`config.mk`:
```
export PLATFORM = sky130hd
export DESIGN_NAME = ssti_div
export DESIGN_NICKNAME = d
export VERILOG_FILES = /design/src/ssti_pkg.sv /design/src/ssti_div.sv
export SDC_FILE = /design/constraint.sdc
export NUM_CORES = 1
export LEC_CHECK = 0
export ABC_AREA = 1
export BUFFER_PORTS_ARGS = -buffer_cell sky130_fd_sc_hd__clkbuf_2
export CAP_MARGIN = 10
export CORE_MARGIN = 4
export CORE_UTILIZATION = 40
export CTS_CLUSTER_SIZE = 14
export DETAILED_ROUTE_END_ITERATION = 10
export SYNTH_ARGS = -nofsm -noshare
export SYNTH_HDL_FRONTEND = slang
export SYNTH_SLANG_ARGS = --single-unit
export TNS_END_PERCENT = 100
```
`constraint.sdc`:
```
create_clock -name i_clk -period 2.2 [get_ports i_clk]
set_input_delay 0.11 -clock i_clk [delete_from_list [all_inputs] [get_ports i_clk]]
set_output_delay 0.11 -clock i_clk [all_outputs]
set_load 0.005 [all_outputs]
```
`src/ssti_pkg.sv`:
```
package ssti_pkg;
    localparam int ANGLE_SLOTS   = 360;
    localparam int SLOT_W        = 9;
    localparam int VALUE_W       = 18;
    localparam int FRACTION_BITS = 16;
    localparam int COUNT_W       = 9;
    localparam int DIFF_W        = VALUE_W + 1;
    localparam int PROD_W        = DIFF_W + SLOT_W;

    localparam logic [2:0] ST_EXACT  = 3'd0;
    localparam logic [2:0] ST_INTERP = 3'd1;
    localparam logic [2:0] ST_STORED = 3'd2;
    localparam logic [2:0] ST_DUP    = 3'd3;
    localparam logic [2:0] ST_BADVAL = 3'd4;
    localparam logic [2:0] ST_BADANG = 3'd5;
    localparam logic [2:0] ST_EMPTY  = 3'd6;

    localparam logic [SLOT_W-1:0] LAST_SLOT = SLOT_W'(ANGLE_SLOTS - 1);
    localparam logic signed [VALUE_W-1:0] ONE_Q = VALUE_W'(1 << FRACTION_BITS);

    typedef struct packed {
        logic                      start;
        logic [PROD_W-1:0]         dividend;
        logic [SLOT_W-1:0]         divisor;
    } t_div_req;
endpackage

```
`src/ssti_div.sv`:
```
// Restoring divider, unsigned magnitude, one quotient bit per cycle.
module ssti_div (
    input  logic                          i_clk,
    input  logic                          i_rst_n,
    input  ssti_pkg::t_div_req            i_req,
    output logic                          o_done,
    output logic [ssti_pkg::PROD_W-1:0]   o_quot
);
    import ssti_pkg::*;

    localparam int CNT_W = $clog2(PROD_W + 1);

    logic [PROD_W-1:0] r_q, n_q;
    logic [SLOT_W-1:0] r_rem, n_rem;
    logic [SLOT_W-1:0] r_den;
    logic [CNT_W-1:0]  r_cnt;
    logic              r_busy, r_done;
    logic [SLOT_W:0]   w_trial;

    // Shift in one dividend bit and try a subtract
    always_comb begin
        w_trial = {r_rem, r_q[PROD_W-1]};
        n_q     = {r_q[PROD_W-2:0], 1'b0};
        n_rem   = w_trial[SLOT_W-1:0];
        if (w_trial >= {1'b0, r_den}) begin
            n_rem   = SLOT_W'(w_trial - {1'b0, r_den});
            n_q[0]  = 1'b1;
        end
    end

    always_ff @(posedge i_clk) begin
        if (!i_rst_n) begin
            r_busy <= 1'b0;
            r_done <= 1'b0;
            r_cnt  <= '0;
        end else begin
            r_done <= 1'b0;
            if (i_req.start) begin
                r_busy <= 1'b1;
                r_cnt  <= CNT_W'(PROD_W);
            end else if (r_busy) begin
                r_cnt <= r_cnt - 1'b1;
                if (r_cnt == CNT_W'(1)) begin
                    r_busy <= 1'b0;
                    r_done <= 1'b1;
                end
            end
        end
    end

    always_ff @(posedge i_clk) begin
        if (i_req.start) begin
            r_q   <= i_req.dividend;
            r_rem <= '0;
            r_den <= i_req.divisor;
        end else if (r_busy) begin
            r_q   <= n_q;
            r_rem <= n_rem;
        end
    end

    assign o_done = r_done;
    assign o_quot = r_q;
endmodule

```
==> flow_summary.json, run 1 <==
{
  "finalCritPeriodShare_pct": 86.9,
  "avgViaCountPerCell": 4.71,
  "setup-violations-final": 0,
  "seq_area_um2": 1430,
  "finalHoldViolCount": 0,
  "synth_seq_cells": 53,
  "synth_common_cells": "131 x nand2_1, 39 x inv_1, 37 x edfxtp_1",
  "routedWlPerCell_um": 12.2,
  "netlist_area_um2": 2700,
  "crit_required_ps": 2440,
  "cts_tree": "yes",
  "port-buffer-count": 68,
  "drc": 0,
  "outcome": "finished, final reports clean",
  "critPathLaunchType": "register",
  "maxCapViolations": 0,
  "cts_made_buffers": 5,
  "r2r_start": "o_quot[27]",
  "grt_first_pass_wirelength_um": 9850,
  "syn_nets": 372,
  "ir_worst_vdd_mv": 0.501,
  "postLayoutCellArea_um2": 3370,
  "multi_input_area_um2": 1080,
  "power_frac_comb_pct": 17.8,
  "rsz0062_at_grt": "false",
  "htreeDepth": 2,
  "grt_max_degree": 35,
  "relSlewSlack_pct": 57.4,
  "place.gp.congestion": 0.830,
  "fillCellCount": 641,
  "clock_skew_ps": 9.55,
  "synth_top_area_cell": "edfxtp_1",
  "worst_slew_pin_slew_ps": 636,
  "clkLatencyLatePin_ps": 300,
  "power.switching_w": 0.000603,
  "switching_share_pct": 27.8,
  "fin_crit_ps": 1910,
  "num-nets-final": 460,
  "clk_pin_slew_ps": 110,
  "synthMostInstantiatedCell": "nand2_1",
  "synthCells": 320,
  "criticalPathCategory": "register to register",
  "timing.final.ws_setup_ps": 287,
  "io_pins": 69,
  "worstHoldStart": "i_rst_n",
  "dieArea_um2": 8140,
  "vias": 2289,
  "final_core_util_pct": 52.2,
  "dr.pass1.iters": 5,
  "yosysUniqueCellTypes": 27,
  "initial_utilization_pct": 41.9,
  "synth_warnings": 0,
  "critPathCaptureType": "register",
  "synth_area_leaders": "edfxtp_1 41%, nand2_1 18%, dfxtp_1 12%, inv_1 5.4%, ha_1 5.1%",
  "avgSynthCellArea_um2": 8.45,
  "arrival_ps": 2150,
  "cts_root_buffer": "clkbuf_8",
  "syn_to_final_growth_pct": 24.8,
  "synth_top_area_share_pct": 41.1,
  "drive_gt1_share_pct": 25.2,
  "detailedPlace.worstSlack_ps": 186,
  "ant_nets": 0,
  "antenna_found_initial": 0,
  "total_leakage_power_nw": 1.75,
  "grt-ovfl-total": 0,
  "seq_power_share_pct": 55.8,
  "startpoint": "o_quot[27]",
  "holdCritPathClass": "primary input to register",
  "n_antenna_cell": 0,
  "cts.sinks": 53,
  "detail_route.iter0.violations": 116,
  "fmax_ghz": 0.523,
  "core-area_um2": 6460,
  "die_h_um": 90.2,
  "clkPwrFrac_pct": 26.5,
  "dp_hpwl_um": 4450,
  "synth_ff_type": "edfxtp_1",
  "p_int_w": 0.00157,
  "worst-path-max-fanout": 8,
  "tns_ps": 0,
  "p_per_area_nw_per_um2": 643,
  "synthArstFlopShare_pct": 0,
  "synth_edf_count": 37,
  "num_rows": 29,
  "wl_um": 5920,
  "globalRouteTotalUtil_pct": 14.5,
  "ys_seq_area_share_pct": 52.9,
  "die_width_um": 90.2,
  "clockBufferDepth": 2,
  "ff2ff_setup_slack_ps": 290,
  "grt_pass1_vias": 2132,
  "drv_slew": 0,
  "dpl_cell_area_um2": 3150
}
[final cells by class]
class	instances	area share, %
Clock buffer	5	2.04
Clock inverter	3	0.779
Inverter	40	4.45
Multi-Input combinational cell	219	32.0
Sequential cell	53	42.4
Tap cell	77	2.86
Timing Repair Buffer	89	15.4
[sequential cells by signal, summed over array words and instances (netlist names)]
register,flops
r_den,9
o_done,1
r_cnt,5
r_rem,9
o_quot,28
r_busy,1
[power groups by stage]
| stage | clock (W) | sequential, W | combinational (W) |
|---|---|---|---|
| 2_1_floorplan | 0 | 0.00123 | 0.000216 |
| 3_3_place_gp | 0 | 0.00123 | 0.000371 |
| 3_5_place_dp | 0 | 0.00123 | 0.000376 |
| 4_1_cts | 0.000596 | 0.00121 | 0.000389 |
| 5_1_grt | 0.000626 | 0.00122 | 0.000444 |
| 6_report | 0.000575 | 0.00121 | 0.000385 |
[per-layer routing]
| layer | vias to the layer above | global-route usage [%] | wire (µm) | share of wire (%) |
|---|---|---|---|---|
| met5 | - | 0 | 0 | 0 |
| met4 | 0 | 2.68 | 24 | 0.41 |
| met3 | 2 | 3.17 | 347 | 5.9 |
| met2 | 53 | 24.6 | 2840 | 48 |
| met1 | 1040 | 19.1 | 2700 | 46 |
| li1 | 1194 | - | - | - |
[stage by stage]
| step | total power [W] | cells | hold WS [ps] |
|---|---|---|---|
| final | 0.00217 | 486 | 59.7 |
| after global routing | 0.00229 | 486 | 66.0 |
| after CTS | 0.00220 | 481 | 50.9 |
| after detailed placement | 0.00161 | 464 | 289 |
| after global placement | 0.00160 | 464 | 289 |
| after floorplan | 0.00145 | 320 | 208 |
[layout by cell type (no fill, tap or decap), types with 4 or more instances in the layout]
| cell type | count |
|---|---|
| nand3_1 | 22 |
| nand2_1 | 131 |
| buf_4 | 12 |
| dlygate4sd3_1 | 9 |
| nor2_1 | 15 |
| edfxtp_1 | 37 |
| ha_1 | 11 |
| clkbuf_8 | 5 |
| dfxtp_1 | 16 |
| inv_1 | 39 |
| a21oi_1 | 5 |
| nand3_2 | 4 |
| clkbuf_2 | 68 |
[final timing paths]
path | cells past startpoint | endpoint
min reg2reg | 2 | r_rem[6]
max | 11 | r_rem[4]
max reg2reg | 11 | r_rem[4]
min | 3 | r_cnt[2]
[cell families (layout without fill, tap and decap cells)]
family | Yosys count | count (layout) | synth area share (%)
AND/OR/NAND/NOR | 188 | 188 | 29.6
flip-flops | 53 | 53 | 52.9
buffers and inverters | 48 | 137 | 7.26
AO/OA/AOI/OAI | 16 | 16 | 3.42
adder cells (fa/ha/maj) | 12 | 12 | 5.83
XOR/XNOR | 3 | 3 | 0.972
[timing repair]
item                                   in CTS  in global routing
hold buffers                                9                  0
setup buffers                               0                  5
resized for setup                           0                  1
endpoints found under the hold margin       9                  0
setup endpoints to repair                   0                  8
[critical path, cell delays in order (launching register included)]
cell      delay (ps)
edfxtp_1         400
inv_1            100
ha_1             140
inv_1             60
fa_1             410
nand2_1          120
nand3_2          100
nand2_4          120
nand2_2          140
nand2_1          110
nand3_1           80
o21ai_2           80
Note: power is estimated with default switching activity, not from simulation.
==> inputs of run 2 (changes only) <==
==> constraint.sdc (replaced) <==
create_clock -name i_clk -period 2.4 [get_ports i_clk]
set_input_delay 0.12 -clock i_clk [delete_from_list [all_inputs] [get_ports i_clk]]
set_output_delay 0.12 -clock i_clk [all_outputs]
set_load 0.005 [all_outputs]
==> run 2 against run 1 <==
Net effect: fmax decreased by 8.4%; sequential power decreased by 8%; register-to-register slack improved by 30 ps; clock-buffer cell count unchanged; die area unchanged; largest cell class unchanged; critical path type unchanged.
==> flow_summary.json, run 2 (synthesized netlist as in run 1, its figures left out) <==
{
  "dieArea_um2": 8140,
  "clkLatencyLatePin_ps": 310,
  "ant_nets": 0,
  "critPathLaunchType": "register",
  "port-buffer-count": 68,
  "crit_buf_inv": 2,
  "p_per_area_nw_per_um2": 621,
  "grt_pass1_vias": 2188,
  "num_rows": 29,
  "globalRouteTotalUtil_pct": 15.4,
  "holdCritPathClass": "primary input to register",
  "initial_utilization_pct": 41.9,
  "dp_hpwl_um": 4420,
  "worst-path-max-fanout": 12,
  "total_leakage_power_nw": 1.73,
  "fin_cells": 480,
  "drc": 0,
  "finalHoldViolCount": 0,
  "crit_required_ps": 2640,
  "antenna_found_initial": 0,
  "clk_pin_slew_ps": 100,
  "rsz0062_at_grt": "false",
  "worst_slew_pin_slew_ps": 634,
  "final_cell_mix": "131 x nand2_1, 68 x clkbuf_2, 39 x inv_1, 37 x edfxtp_1, 22 x nand3_1",
  "slowest_stage": "fa_1",
  "detail_route.iter0.violations": 88,
  "finalCritPeriodShare_pct": 87.0,
  "io_pins": 69,
  "grt_first_pass_wirelength_um": 10200,
  "drive_gt1_share_pct": 24.1,
  "n_antenna_cell": 0,
  "outcome": "finished, final reports clean",
  "drv_slew": 0,
  "die_h_um": 90.2,
  "holdWs_ps": 47.9,
  "path_cells": "inv_1, ha_1, inv_1, fa_1, nand2_1, nand3_2, nand2_2, nand2_2, nand2_1, nand3_1, o21ai_1",
  "fin_crit_ps": 2090,
  "setup-violations-final": 0,
  "arrival_ps": 2320,
  "critPathCaptureType": "register",
  "core-area_um2": 6460,
  "place.gp.congestion": 0.821,
  "avgViaCountPerCell": 4.70,
  "fmax_ghz": 0.479,
  "dr.pass1.iters": 4,
  "vias": 2255,
  "cts_tree": "yes",
  "final_common_cell": "nand2_1",
  "largest_reg_flops": 28,
  "cts_root_buffer": "clkbuf_8",
  "htreeDepth": 2,
  "grt_max_degree": 35,
  "relSlewSlack_pct": 57.6,
  "cts.sinks": 53,
  "die_width_um": 90.2,
  "cts_made_buffers": 5,
  "num-nets-final": 454,
  "routedWlPerCell_um": 12.4,
  "slowest_delay_ps": 420,
  "clock_skew_ps": 10.8,
  "syn_to_final_growth_pct": 23.6,
  "wl_um": 5960,
  "tns_ps": 0,
  "crit_family": "simple AND/OR/NAND/NOR gates",
  "dp_cells": 463,
  "clockBufferDepth": 2,
  "grt-ovfl-total": 0,
  "ir_worst_vdd_mv": 0.354,
  "maxCapViolations": 0,
  "criticalPathCategory": "register to register",
  "cts.repair.resized": 0
}
run 2: changes by cell type in the layout (fill, tap and decap cells not counted):
cell	change
buf_4	-6
clkinvlp_4	-2
bufinv_16	+1
clkinv_2	+1
inv_6	+1
inv_8	-1
nand2_2	+1
nand2_4	-1
run 2: stage by stage:
step	utilization [%]	setup WS (ps)	power [W]	instance area [µm²]
5_1_grt	51.7	107	0.00219	3340
6_report	51.7	313	0.00207	3340
3_5_place_dp	48.6	362	0.00146	3140
4_1_cts	51.7	307	0.00210	3340
3_3_place_gp	48.6	428	0.00146	3140
2_1_floorplan	-	585	0.00133	2700
run 2: timing repair:
item / in CTS / in global routing
hold endpoints to repair: 9 / 0
setup endpoints to repair: 0 / 0
setup buffers: 0 / 0
hold buffers: 9 / 0
run 2: cell type report:
type,instances,area [µm²]
tap,77,96.3
clock buffer,5,68.8
fill,641,3120
sequential,53,1430
clock inverter,3,43.8
inverter,40,150
timing repair buffer,83,475
multi-input combinational,219,1080
run 2: power by group:
part           total [W]  switching, W  internal (W)
Combinational   0.000343      0.000192      0.000151
Clock           0.000624      0.000311      0.000313
Sequential       0.00111     0.0000409       0.00107
Total            0.00207      0.000544       0.00153
run 2: worst min-delay path, cell delays in order:
cell and delay, ps:
clkbuf_2 120, nand2_1 60, inv_1 40
run 2: layer usage:
metal  share of wire (%)  vias to the layer above  wire length, µm  track usage, %
met3                 4.7                        6              280            4.67
met5                   0                        -                0               0
met2                  47                       44             2830            25.5
li1                    -                     1184                -               -
met4                0.91                        0               54            3.44
met1                  47                     1021             2800            19.9
run 2: path summary, 6_finish.rpt:
path / start / end / slack [ps] / cells after the start
worst max-delay path: o_quot[27] / r_rem[0] / 310 / 11
worst min-delay path: i_rst_n / r_cnt[2] / 50 / 3
worst max register to register: o_quot[27] / r_rem[0] / 310 / 11
worst min register to register: r_rem[7] / r_rem[7] / 490 / 2
